<file path="config.mk">
export PLATFORM = sky130hd
export DESIGN_NAME = crc8_serial_frame_coder
export DESIGN_NICKNAME = d
export VERILOG_FILES = /design/src/sv/crcf_pkg.sv /design/src/sv/crc8_serial_frame_coder.sv /design/src/sv/crcf_front.sv /design/src/sv/crcf_fifo.sv /design/src/sv/crcf_back.sv
export SDC_FILE = /design/constraint.sdc
export NUM_CORES = 1
export LEC_CHECK = 0
export BUFFER_PORTS_ARGS = -buffer_cell sky130_fd_sc_hd__buf_2
export CORE_UTILIZATION = 57
export CTS_CLUSTER_SIZE = 30
export DETAILED_ROUTE_END_ITERATION = 10
export PLACE_DENSITY = 0.8
export SLEW_MARGIN = 20
export SYNTH_ARGS = -nofsm -noshare
export SYNTH_HDL_FRONTEND = slang
export SYNTH_HIERARCHICAL = 1
export SYNTH_SLANG_ARGS = --single-unit
</file>
<file path="constraint.sdc">
create_clock -name aclk -period 3.1 [get_ports aclk]
set_clock_uncertainty 0.05 [all_clocks]
set_input_delay 0.31 -clock aclk [delete_from_list [all_inputs] [get_ports aclk]]
set_output_delay 0.31 -clock aclk [all_outputs]
set_load 0.01 [all_outputs]
</file>
<file path="src/sv/crcf_pkg.sv">
// Shared types, constants and the CRC-8 step function for the serial frame coder.
package crcf_pkg;

    localparam int CRC_W = 8;

    localparam logic [CRC_W-1:0] CRC_INIT   = 8'h00;
    localparam logic [CRC_W-1:0] POLY_RESET = 8'h07;
    localparam logic [CRC_W-1:0] CRC_MSB    = 8'h80;

    // the front's seen_reg saturates here; also the number of CRC bits appended
    localparam logic [3:0] DELAY_BITS = 4'd8;

    // register index, taken from paddr[2]
    localparam logic REG_POLY = 1'b0;
    localparam logic REG_DIR  = 1'b1;

    localparam logic DIR_ENCODE = 1'b0;
    localparam logic DIR_CHECK  = 1'b1;

    typedef struct packed {
        logic [CRC_W-1:0] polynomial;
        logic             direction;
    } cfg_t;

    // one entry of the queue between front and back
    typedef struct packed {
        logic             is_crc;   // data bit followed by 8 CRC bits
        logic             bit_val;
        logic             present;
        logic             last;
        logic             ok;
        logic             shrt;
        logic [CRC_W-1:0] crc;
    } cmd_t;

    function automatic logic [CRC_W-1:0] crc_step(input logic [CRC_W-1:0] crc,
                                                  input logic             din,
                                                  input logic [CRC_W-1:0] poly);
        logic [CRC_W-1:0] shifted;
        logic             fb;
        fb      = ((crc & CRC_MSB) != CRC_INIT) ^ din;
        shifted = {crc[CRC_W-2:0], 1'b0};
        return fb ? (shifted ^ poly) : shifted;
    endfunction

endpackage

</file>
<file path="src/sv/crc8_serial_frame_coder.sv">
// Top level of the bit-serial CRC-8 frame coder: config registers, front, queue, back.
//
//  Channel   Handshake          Payload
//  -------   ----------------   --------------------------------------------------
//  input     s_valid / s_ready  s_data_bit, s_frame_end
//  result    m_valid / m_ready  m_bit_out, m_bit_present, m_last_out, m_check_ok,
//                               m_frame_short
//  config    APB psel/penable   paddr (3 bits), pwdata / prdata (32 bits), pready = 1
//
// Cycles: one input item per cycle while the queue has space; the front updates the CRC and
//   delay line in the cycle it accepts the item. Results leave at up to one per cycle from
//   the output register, so an encode frame end (nine results) holds the back end while
//   they leave; the FIFO_DEPTH-entry queue lets the front keep accepting meanwhile.
// Reset: synchronous, active low; polynomial 0x07, encode direction, frame state clear.
// Stalls: s_ready drops only when the queue is full; m_ready low holds the output item.
module crc8_serial_frame_coder import crcf_pkg::*; #(
    parameter int FIFO_DEPTH = 4
) (
    input  logic        aclk,
    input  logic        aresetn,

    input  logic        s_valid,
    output logic        s_ready,
    input  logic        s_data_bit,
    input  logic        s_frame_end,

    output logic        m_valid,
    input  logic        m_ready,
    output logic        m_bit_out,
    output logic        m_bit_present,
    output logic        m_last_out,
    output logic        m_check_ok,
    output logic        m_frame_short,

    input  logic        psel,
    input  logic        penable,
    input  logic        pwrite,
    input  logic [2:0]  paddr,
    input  logic [31:0] pwdata,
    output logic [31:0] prdata,
    output logic        pready
);

    cfg_t cfg_reg;
    logic cfg_write;

    logic accept;
    logic fifo_push;
    cmd_t push_cmd;
    logic fifo_pop;
    logic fifo_full;
    logic fifo_not_empty;
    cmd_t head_cmd;

    // APB: register index is paddr[2], byte lanes below it are ignored
    assign pready    = 1'b1;
    assign cfg_write = psel & penable & pwrite;
    assign prdata    = (paddr[2] == REG_DIR) ? {31'd0, cfg_reg.direction}
                                             : {24'd0, cfg_reg.polynomial};

    always_ff @(posedge aclk) begin
        if (!aresetn) begin
            cfg_reg.polynomial <= POLY_RESET;
            cfg_reg.direction  <= DIR_ENCODE;
        end else if (cfg_write) begin
            if (paddr[2] == REG_POLY) begin
                cfg_reg.polynomial <= pwdata[CRC_W-1:0];
            end else begin
                cfg_reg.direction <= pwdata[0];
            end
        end
    end

    // input side only waits on queue space
    assign s_ready = ~fifo_full;
    assign accept  = s_valid & s_ready;

    crcf_front u_front (
        .aclk      (aclk),
        .aresetn   (aresetn),
        .cfg       (cfg_reg),
        .accept    (accept),
        .data_bit  (s_data_bit),
        .frame_end (s_frame_end),
        .push      (fifo_push),
        .cmd       (push_cmd)
    );

    crcf_fifo #(
        .DEPTH (FIFO_DEPTH)
    ) u_fifo (
        .aclk      (aclk),
        .aresetn   (aresetn),
        .push      (fifo_push),
        .push_cmd  (push_cmd),
        .pop       (fifo_pop),
        .full      (fifo_full),
        .not_empty (fifo_not_empty),
        .head      (head_cmd)
    );

    crcf_back u_back (
        .aclk          (aclk),
        .aresetn       (aresetn),
        .head_valid    (fifo_not_empty),
        .head          (head_cmd),
        .pop           (fifo_pop),
        .m_valid       (m_valid),
        .m_ready       (m_ready),
        .m_bit_out     (m_bit_out),
        .m_bit_present (m_bit_present),
        .m_last_out    (m_last_out),
        .m_check_ok    (m_check_ok),
        .m_frame_short (m_frame_short)
    );

    // queue never overflows: front only pushes on an accepted item
    assert property (@(posedge aclk) disable iff (!aresetn)
        fifo_push |-> !fifo_full)
        else $error("command queue push while full");

    // pop only with a valid head
    assert property (@(posedge aclk) disable iff (!aresetn)
        fifo_pop |-> fifo_not_empty)
        else $error("command queue pop while empty");

    // status flags and status-only items appear only on a frame's final item
    assert property (@(posedge aclk) disable iff (!aresetn)
        (m_valid && (m_check_ok || m_frame_short || !m_bit_present)) |-> m_last_out)
        else $error("status outside final item");

    // a short frame never reports a CRC match, and a status-only item carries bit 0
    assert property (@(posedge aclk) disable iff (!aresetn)
        m_valid |-> !(m_check_ok && m_frame_short) && (m_bit_present || !m_bit_out))
        else $error("inconsistent result status");

endmodule

</file>
<file path="src/sv/crcf_front.sv">
// Front end: accepts bits, runs the CRC and (in check mode) the delay line, emits result commands.
module crcf_front import crcf_pkg::*; (
    input  logic aclk,
    input  logic aresetn,
    input  cfg_t cfg,
    input  logic accept,
    input  logic data_bit,
    input  logic frame_end,
    output logic push,
    output cmd_t cmd
);

    logic [CRC_W-1:0] crc_reg, crc_next;
    logic [CRC_W-1:0] delay_reg, delay_next;
    logic [3:0]       seen_reg, seen_next;

    logic             release_bit;
    logic             oldest;
    logic [CRC_W-1:0] enc_crc;
    logic [CRC_W-1:0] chk_crc;
    logic [CRC_W-1:0] chk_delay;
    logic [3:0]       chk_seen;
    logic             shrt;

    always_comb begin
        enc_crc     = crc_step(crc_reg, data_bit, cfg.polynomial);
        release_bit = (seen_reg >= DELAY_BITS);
        oldest      = delay_reg[CRC_W-1];
        chk_crc     = release_bit ? crc_step(crc_reg, oldest, cfg.polynomial) : crc_reg;
        chk_delay   = {delay_reg[CRC_W-2:0], data_bit};
        chk_seen    = release_bit ? seen_reg : seen_reg + 4'd1;
        shrt        = (chk_seen < DELAY_BITS);

        cmd         = '0;
        push        = 1'b0;
        crc_next    = crc_reg;
        delay_next  = delay_reg;
        seen_next   = seen_reg;

        if (cfg.direction == DIR_ENCODE) begin
            cmd.bit_val = data_bit;
            cmd.present = 1'b1;
            cmd.is_crc  = frame_end;
            cmd.crc     = enc_crc;
            push        = accept;
            crc_next    = enc_crc;
        end else begin
            cmd.bit_val = release_bit & oldest;
            cmd.present = release_bit;
            cmd.last    = frame_end;
            cmd.shrt    = frame_end & shrt;
            cmd.ok      = frame_end & ~shrt & (chk_crc == chk_delay);
            push        = accept & (release_bit | frame_end);
            crc_next    = chk_crc;
            delay_next  = chk_delay;
            seen_next   = chk_seen;
        end

        if (frame_end) begin
            crc_next   = CRC_INIT;
            delay_next = CRC_INIT;
            seen_next  = 4'd0;
        end
    end

    always_ff @(posedge aclk) begin
        if (!aresetn) begin
            crc_reg   <= CRC_INIT;
            delay_reg <= CRC_INIT;
            seen_reg  <= 4'd0;
        end else if (accept) begin
            crc_reg   <= crc_next;
            delay_reg <= delay_next;
            seen_reg  <= seen_next;
        end
    end

endmodule

</file>
<file path="src/sv/crcf_fifo.sv">
// Small command queue between front and back ends.
module crcf_fifo import crcf_pkg::*; #(
    parameter int DEPTH = 4
) (
    input  logic aclk,
    input  logic aresetn,
    input  logic push,
    input  cmd_t push_cmd,
    input  logic pop,
    output logic full,
    output logic not_empty,
    output cmd_t head
);

    localparam int PTR_W = (DEPTH > 1) ? $clog2(DEPTH) : 1;
    localparam int CNT_W = $clog2(DEPTH + 1);

    cmd_t             slot_reg [DEPTH];
    logic [PTR_W-1:0] wr_ptr_reg, wr_ptr_next;
    logic [PTR_W-1:0] rd_ptr_reg, rd_ptr_next;
    logic [CNT_W-1:0] count_reg, count_next;

    assign full      = (count_reg == CNT_W'(DEPTH));
    assign not_empty = (count_reg != '0);
    assign head      = slot_reg[rd_ptr_reg];

    always_comb begin
        wr_ptr_next = wr_ptr_reg;
        rd_ptr_next = rd_ptr_reg;
        if (push) begin
            wr_ptr_next = (wr_ptr_reg == PTR_W'(DEPTH - 1)) ? '0 : wr_ptr_reg + 1'b1;
        end
        if (pop) begin
            rd_ptr_next = (rd_ptr_reg == PTR_W'(DEPTH - 1)) ? '0 : rd_ptr_reg + 1'b1;
        end
        count_next = count_reg + CNT_W'(push) - CNT_W'(pop);
    end

    always_ff @(posedge aclk) begin
        if (push) begin
            slot_reg[wr_ptr_reg] <= push_cmd;
        end
    end

    always_ff @(posedge aclk) begin
        if (!aresetn) begin
            wr_ptr_reg <= '0;
            rd_ptr_reg <= '0;
            count_reg  <= '0;
        end else begin
            wr_ptr_reg <= wr_ptr_next;
            rd_ptr_reg <= rd_ptr_next;
            count_reg  <= count_next;
        end
    end

endmodule

</file>
<file path="src/sv/crcf_back.sv">
// Back end: expands queued commands into result items behind an output register.
module crcf_back import crcf_pkg::*; (
    input  logic aclk,
    input  logic aresetn,
    input  logic head_valid,
    input  cmd_t head,
    output logic pop,
    output logic m_valid,
    input  logic m_ready,
    output logic m_bit_out,
    output logic m_bit_present,
    output logic m_last_out,
    output logic m_check_ok,
    output logic m_frame_short
);

    logic       valid_reg, valid_next;
    logic [3:0] phase_reg, phase_next;
    logic       load;
    logic [2:0] crc_idx;
    logic       res_bit, res_present, res_last, res_ok, res_shrt;

    logic bit_reg, present_reg, last_reg, ok_reg, shrt_reg;

    always_comb begin
        load    = head_valid & (~valid_reg | m_ready);
        crc_idx = 3'(DELAY_BITS - phase_reg);

        res_bit     = head.bit_val;
        res_present = head.present;
        res_last    = head.last;
        res_ok      = head.ok;
        res_shrt    = head.shrt;
        if (head.is_crc && phase_reg != 4'd0) begin
            res_bit     = head.crc[crc_idx];
            res_present = 1'b1;
            res_last    = (phase_reg == DELAY_BITS);
            res_ok      = 1'b0;
            res_shrt    = 1'b0;
        end else if (head.is_crc) begin
            res_last = 1'b0;
        end

        pop        = load & (~head.is_crc | (phase_reg == DELAY_BITS));
        phase_next = phase_reg;
        if (load && head.is_crc) begin
            phase_next = (phase_reg == DELAY_BITS) ? 4'd0 : phase_reg + 4'd1;
        end
        valid_next = load | (valid_reg & ~m_ready);
    end

    always_ff @(posedge aclk) begin
        if (!aresetn) begin
            valid_reg <= 1'b0;
            phase_reg <= 4'd0;
        end else begin
            valid_reg <= valid_next;
            phase_reg <= phase_next;
        end
    end

    always_ff @(posedge aclk) begin
        if (load) begin
            bit_reg     <= res_bit;
            present_reg <= res_present;
            last_reg    <= res_last;
            ok_reg      <= res_ok;
            shrt_reg    <= res_shrt;
        end
    end

    assign m_valid       = valid_reg;
    assign m_bit_out     = bit_reg;
    assign m_bit_present = present_reg;
    assign m_last_out    = last_reg;
    assign m_check_ok    = ok_reg;
    assign m_frame_short = shrt_reg;

endmodule
</file>
==> results of run 1 <==
metal layers:
layer	routed length (um)	part of all wire	track usage
met2	4932	0.51	0.3722
met3	457	0.047	0.06028
met4	161	0.017	0.08266
met1	4116	0.43	0.2562
met5	0	0	0
layout by cell type, fill, tap and decap left out, types with 4 or more instances in the layout:
| cell | netlist | routed |
|---|---|---|
| nand2b_1 | 4 | 4 |
| mux4_1 | 6 | 6 |
| nor2_1 | 21 | 21 |
| nand3_1 | 8 | 8 |
| a21boi_0 | 4 | 4 |
| a22oi_1 | 11 | 11 |
| buf_4 | 26 | 12 |
| or3_1 | 5 | 5 |
| conb_1 | 2 | 25 |
| and2_1 | 12 | 12 |
| clkbuf_8 | 1 | 9 |
| a21oi_1 | 12 | 12 |
| and2b_2 | 7 | 7 |
| inv_1 | 24 | 24 |
| dfxtp_1 | 43 | 43 |
| xnor2_1 | 8 | 8 |
| ha_1 | 11 | 11 |
| buf_2 | 5 | 32 |
| xor2_1 | 13 | 13 |
| mux2i_1 | 14 | 14 |
| mux4_2 | 10 | 10 |
| o21ai_0 | 11 | 11 |
| nand2_1 | 35 | 35 |
| a211oi_1 | 4 | 4 |
| edfxtp_1 | 61 | 61 |
| nor2b_1 | 25 | 25 |
worst max-delay path, cell delays in order, from the launching register on:
cell and delay, ns:
dfxtp_1 0.35, mux4_1 0.67, o21ai_2 0.13, nor2b_1 0.32
ha_1 0.20, inv_1 0.05, ha_1 0.20, fa_1 0.39
xor3_1 0.38, nor2_1 0.04
how the worst min path moves through the flow:
stage	end	slack (ns)	cells past startpoint
after floorplan	u_fifo/count_reg[1]	0.38	1
after global placement	u_back/phase_reg[1]	0.42	2
after detailed placement	u_back/phase_reg[1]	0.44	2
after CTS	cfg_reg[8]	0.11	3
after global routing	cfg_reg[6]	0.12	3
final	cfg_reg[8]	0.14	3
per-stage QoR:
| stage | total power [uW] | utilization | worst slack, ns |
|---|---|---|---|
| detailed placement | 2599 | 0.6164 | 0.2062 |
| floorplan | 2407 | - | 0.3676 |
| CTS | 3302 | 0.6343 | 0.1867 |
| global route | 3451 | 0.6343 | 0.07849 |
| finish | 3269 | 0.6343 | 0.2098 |
| global placement | 2550 | 0.6164 | 0.3066 |
cell type report:
| type | count | area [um^2] | area share |
|---|---|---|---|
| sequential | 104 | 2693 | 0.4775 |
| clock inverter | 4 | 23.77 | 0.004216 |
| inverter | 25 | 93.84 | 0.01664 |
| tap | 108 | 135.1 | 0.02396 |
| multi-input combinational | 304 | 2308 | 0.4094 |
| timing repair buffer | 44 | 250.2 | 0.04438 |
| clock buffer | 12 | 135.1 | 0.02396 |
where the power goes:
part | internal, uW | total (uW) | switching, uW
logic | 408 | 860 | 452
registers | 1630 | 1700 | 69.7
clock network | 289 | 711 | 422
total | 2330 | 3270 | 944
cell families after synthesis:
kind of cell	after synthesis	synth area share
compound gates	74	0.09661
xor+xnor	24	0.04655
fa+ha+maj	12	0.02947
buf+inv	73	0.08117
flops	104	0.5034
mux	32	0.1020
other cells	2	0.001404
simple gates	137	0.1394
==> impl_metrics.json, run 1 <==
{
  "critPathKind": "reg -> reg",
  "h-tree-depth": 3,
  "die_x_um": 98.87,
  "r2r_cells": 9,
  "grt_max_degree": 48,
  "fin_crit_sh": 0.9323,
  "initial_core_util": 0.6016,
  "min_path_type": "in -> reg",
  "wl_per_cell_um": 16.08,
  "r2r-end": "u_fifo/count_reg[2]",
  "antenna_found_initial": 0,
  "cts_hold_buf": 0,
  "clkLatencyLatePin_ns": 0.36,
  "cp_max_fo": 6,
  "avgSynthCellArea_um2": 11.68,
  "min_period_ns": 2.890,
  "endpoint_kind": "flop",
  "synth_area_leaders": "edfxtp_1, dfxtp_1, mux4_2",
  "cts_setup_buffers": 0,
  "die_height_um": 98.87,
  "required_ns": 3.30,
  "drt-initial-drc-count": 145,
  "hp-start": "pwdata[7]",
  "place.gp.congestion": 0.9178,
  "synth.most_common_cell": "edfxtp_1",
  "clock-sinks": 104,
  "ir_drop_mv": 0.2258,
  "synth-edff-count": 61,
  "cts_buffer_depth": 2,
  "setup_viol": 0,
  "gr-total-overflow": 0,
  "netlist_instances": 458,
  "pwr_density_cell_mw_per_mm2": 579.7,
  "rows": 34,
  "fin_tns_setup_ns": 0,
  "final_layout_size_suffix_gt1_frac": 0.1805,
  "reg2reg_slack_ns": 0.21,
  "largest_register_ffs": 56,
  "synth.top_cell.area_share": 0.3425,
  "firstDrtPassIters": 4,
  "drv_cap": 0,
  "drc": 0,
  "cts_tree": "done",
  "arrival_ns": 3.09,
  "max_freq_mhz": 346.0,
  "slew_violations": 0,
  "p_leak_uw": 0.002081,
  "core_mm2": 0.008891,
  "area_growth_syn_to_layout_pct": 5.427,
  "final_cell_area_mm2": 0.005639,
  "crit_end": "u_fifo/count_reg[2]",
  "tightest_slew_ns": 0.7270,
  "ys_top_cells_by_count": "edfxtp_1, dfxtp_1, nand2_1",
  "syn_area_mm2": 0.005349,
  "drt_wl_total_mm": 9.667,
  "fin_cells": 601,
  "dp_hpwl_mm": 6.848,
  "synthFlopType": "edfxtp_1",
  "fill_cells": 682,
  "hold_viol": 0,
  "status": "finished, final reports clean",
  "critPathLaunchType": "flop",
  "cts_resized": 0,
  "holdWs_ns": 0.1350,
  "grt_pass1_vias": 3259,
  "clk_pin_slew_ns": 0.09,
  "portBuffers": 32,
  "yosys_register_bits": 104,
  "root_buffer": "clkbuf_8",
  "rsz0062_at_grt": "no",
  "yosysTopAreaCell": "edfxtp_1",
  "cts_made_buffers": 9,
  "ys_seq_area_frac": 0.5034,
  "num_vias": 3365,
  "synth_cell_type_count": 66,
  "n_antenna_cell": 0,
  "relSlewSlack": 0.5153,
  "grt_pass1_wl_mm": 15.94,
  "ant_nets": 0,
  "dp_cells": 585,
  "nets": 544,
  "place_area_mm2": 0.005480,
  "async_reset_ff_frac": 0,
  "via_per_inst": 5.599,
  "yosys_warnings": 6,
  "grtUsageTotal": 0.2157,
  "io_pins": 84,
  "design.die.area_mm2": 0.009775
}
(Power assumes the default switching activity.)
==> run 2: changes to the inputs <==
--- a/config.mk
+++ b/config.mk
@@ -9,6 +9,7 @@
 export CORE_UTILIZATION = 57
 export CTS_CLUSTER_SIZE = 30
 export DETAILED_ROUTE_END_ITERATION = 10
+export GPL_TIMING_DRIVEN = 0
 export PLACE_DENSITY = 0.8
 export SLEW_MARGIN = 20
 export SYNTH_ARGS = -nofsm -noshare
==> impl_metrics.json, run 2 (synthesis results as in run 1) <==
{
  "status": "finished, final reports clean",
  "post-route-util": 0.6647,
  "cts_buffer_depth": 2,
  "h-tree-depth": 3,
  "worst_path_largest_cell_delay_ns": 0.67,
  "cp_common_cell": "nor2_1",
  "final_cell_area_mm2": 0.005909,
  "initial_core_util": 0.6016,
  "cpMaxStageDelayCell": "and2_1",
  "crit_path_start": "u_front/seen_reg[3]",
  "preCtsSetupSlack_ns": 0.07772,
  "wl_per_cell_um": 16.90,
  "firstDrtPassIters": 5,
  "design.die.area_mm2": 0.009775,
  "ant_nets": 0,
  "cts_setup_buffers": 0,
  "critPathKind": "reg -> reg",
  "max_freq_mhz": 341.4,
  "worstReg2RegStart": "u_front/seen_reg[3]",
  "drt_wl_total_mm": 10.73,
  "final_layout_size_suffix_gt1_frac": 0.2277,
  "setup_viol": 0,
  "core_mm2": 0.008891,
  "dp_hpwl_mm": 7.952,
  "cp_max_fo": 14,
  "min_period_ns": 2.929,
  "root_buffer": "clkbuf_8",
  "portBuffers": 30,
  "required_ns": 3.04,
  "gr-total-overflow": 0,
  "crit_end": "u_fifo/slot_reg[3][8]",
  "multiInputGateArea_mm2": 0.002320,
  "fin_crit_sh": 0.9449,
  "place.gp.congestion": 0.9365,
  "n_antenna_cell": 0,
  "drt-initial-drc-count": 228,
  "ir_drop_mv": 0.2830,
  "clkLatencyLatePin_ns": 0.36,
  "grt_max_degree": 19,
  "p_leak_uw": 0.002249,
  "mostFrequentLayoutCells": "edfxtp_1, dfxtp_1, buf_2, nand2_1, buf_4",
  "min_path_type": "in -> reg",
  "endpoint_kind": "flop",
  "cts_made_buffers": 9,
  "pwr_density_cell_mw_per_mm2": 574.5,
  "fin_tns_setup_ns": 0,
  "place_area_mm2": 0.005720,
  "die_x_um": 98.87,
  "antenna_found_initial": 0,
  "r2r-end": "u_fifo/slot_reg[3][8]",
  "tightest_slew_ns": 0.7353,
  "drc": 0,
  "area_growth_syn_to_layout_pct": 10.48,
  "timing.final.ws_setup_ns": 0.1708,
  "cts_hold_buf": 0,
  "grt_pass1_vias": 3403,
  "rows": 34,
  "r2r_cells": 6,
  "clk_pin_slew_ns": 0.10,
  "grt_pass1_wl_mm": 17.20,
  "largest_register_ffs": 56,
  "cts_tree": "done",
  "hold_viol": 0,
  "clock-sinks": 104,
  "drv_cap": 0,
  "layout_commonest_cell": "edfxtp_1",
  "register_area_mm2": 0.002693,
  "arrival_ns": 2.87,
  "nets": 578,
  "io_pins": 84,
  "rsz0062_at_grt": "no",
  "via_per_inst": 5.665,
  "die_height_um": 98.87,
  "reg2reg_slack_ns": 0.17,
  "slew_violations": 0,
  "relSlewSlack": 0.5082,
  "num_vias": 3597,
  "crit_path_cell_trace": "clkbuf_1, nor2b_1, inv_1, nor2_1, nor2_1, and2_1",
  "critPathLaunchType": "flop",
  "grtUsageTotal": 0.2332,
  "fill_cells": 667
}
run 2: where the power goes:
group          switching [uW]  internal, uW  total, uW
Clock                     470           301        771
Sequential               71.0          1630       1700
Combinational             478           447        924
run 2: cell type report:
cell class,count,area share
sequential,104,0.4556
timing repair buffer,30,0.02541
inverter,25,0.01588
clock inverter,7,0.009104
clock buffer,9,0.02096
buffer,48,0.05759
multi-input combinational,304,0.3925
tap,108,0.02287
run 2: repair_timing:
item	in CTS	in global routing
gates resized for setup	0	5
endpoints found under the hold margin	0	0
setup endpoints to repair	0	35
run 2: per-stage QoR:
step           power [uW]  hold WS (ns)  cells
3_5_place_dp         2653        0.4587    619
3_3_place_gp         2598        0.4278    619
2_1_floorplan        2407        0.3817    481
4_1_cts              3415        0.1186    635
6_report             3395        0.1347    635
5_1_grt              3583        0.1307    635
run 2: worst min path at each step:
| stage | startpoint | to | slack, ns | depth (start not counted) |
|---|---|---|---|---|
| 3_3_place_gp | u_back/phase_reg[1] | u_back/phase_reg[1] | 0.43 | 2 |
| 6_report | pwdata[3] | cfg_reg[4] | 0.13 | 3 |
| 2_1_floorplan | aresetn | u_fifo/count_reg[1] | 0.38 | 1 |
| 5_1_grt | pwdata[3] | cfg_reg[4] | 0.13 | 3 |
| 4_1_cts | pwdata[3] | cfg_reg[4] | 0.12 | 3 |
| 3_5_place_dp | u_back/phase_reg[1] | u_back/phase_reg[1] | 0.46 | 2 |
run 2: metal layers:
metal / share of wire / global-route usage / routed length [um] / vias to the layer above
met3: 0.051 / 0.03121 / 545 / 20
met5: 0 / 0 / 0 / -
met4: 0.016 / 0.1033 / 168 / 0
met2: 0.52 / 0.4061 / 5539 / 130
met1: 0.42 / 0.2909 / 4477 / 1734
li1: - / - / - / 1713
run 2: worst max-delay path: cells and delay by family, from the launching register on:
kind	cells	cell delay (ns)
and+or+nand+nor	4	1.38
DFF	1	0.43
buffers and inverters	2	0.70
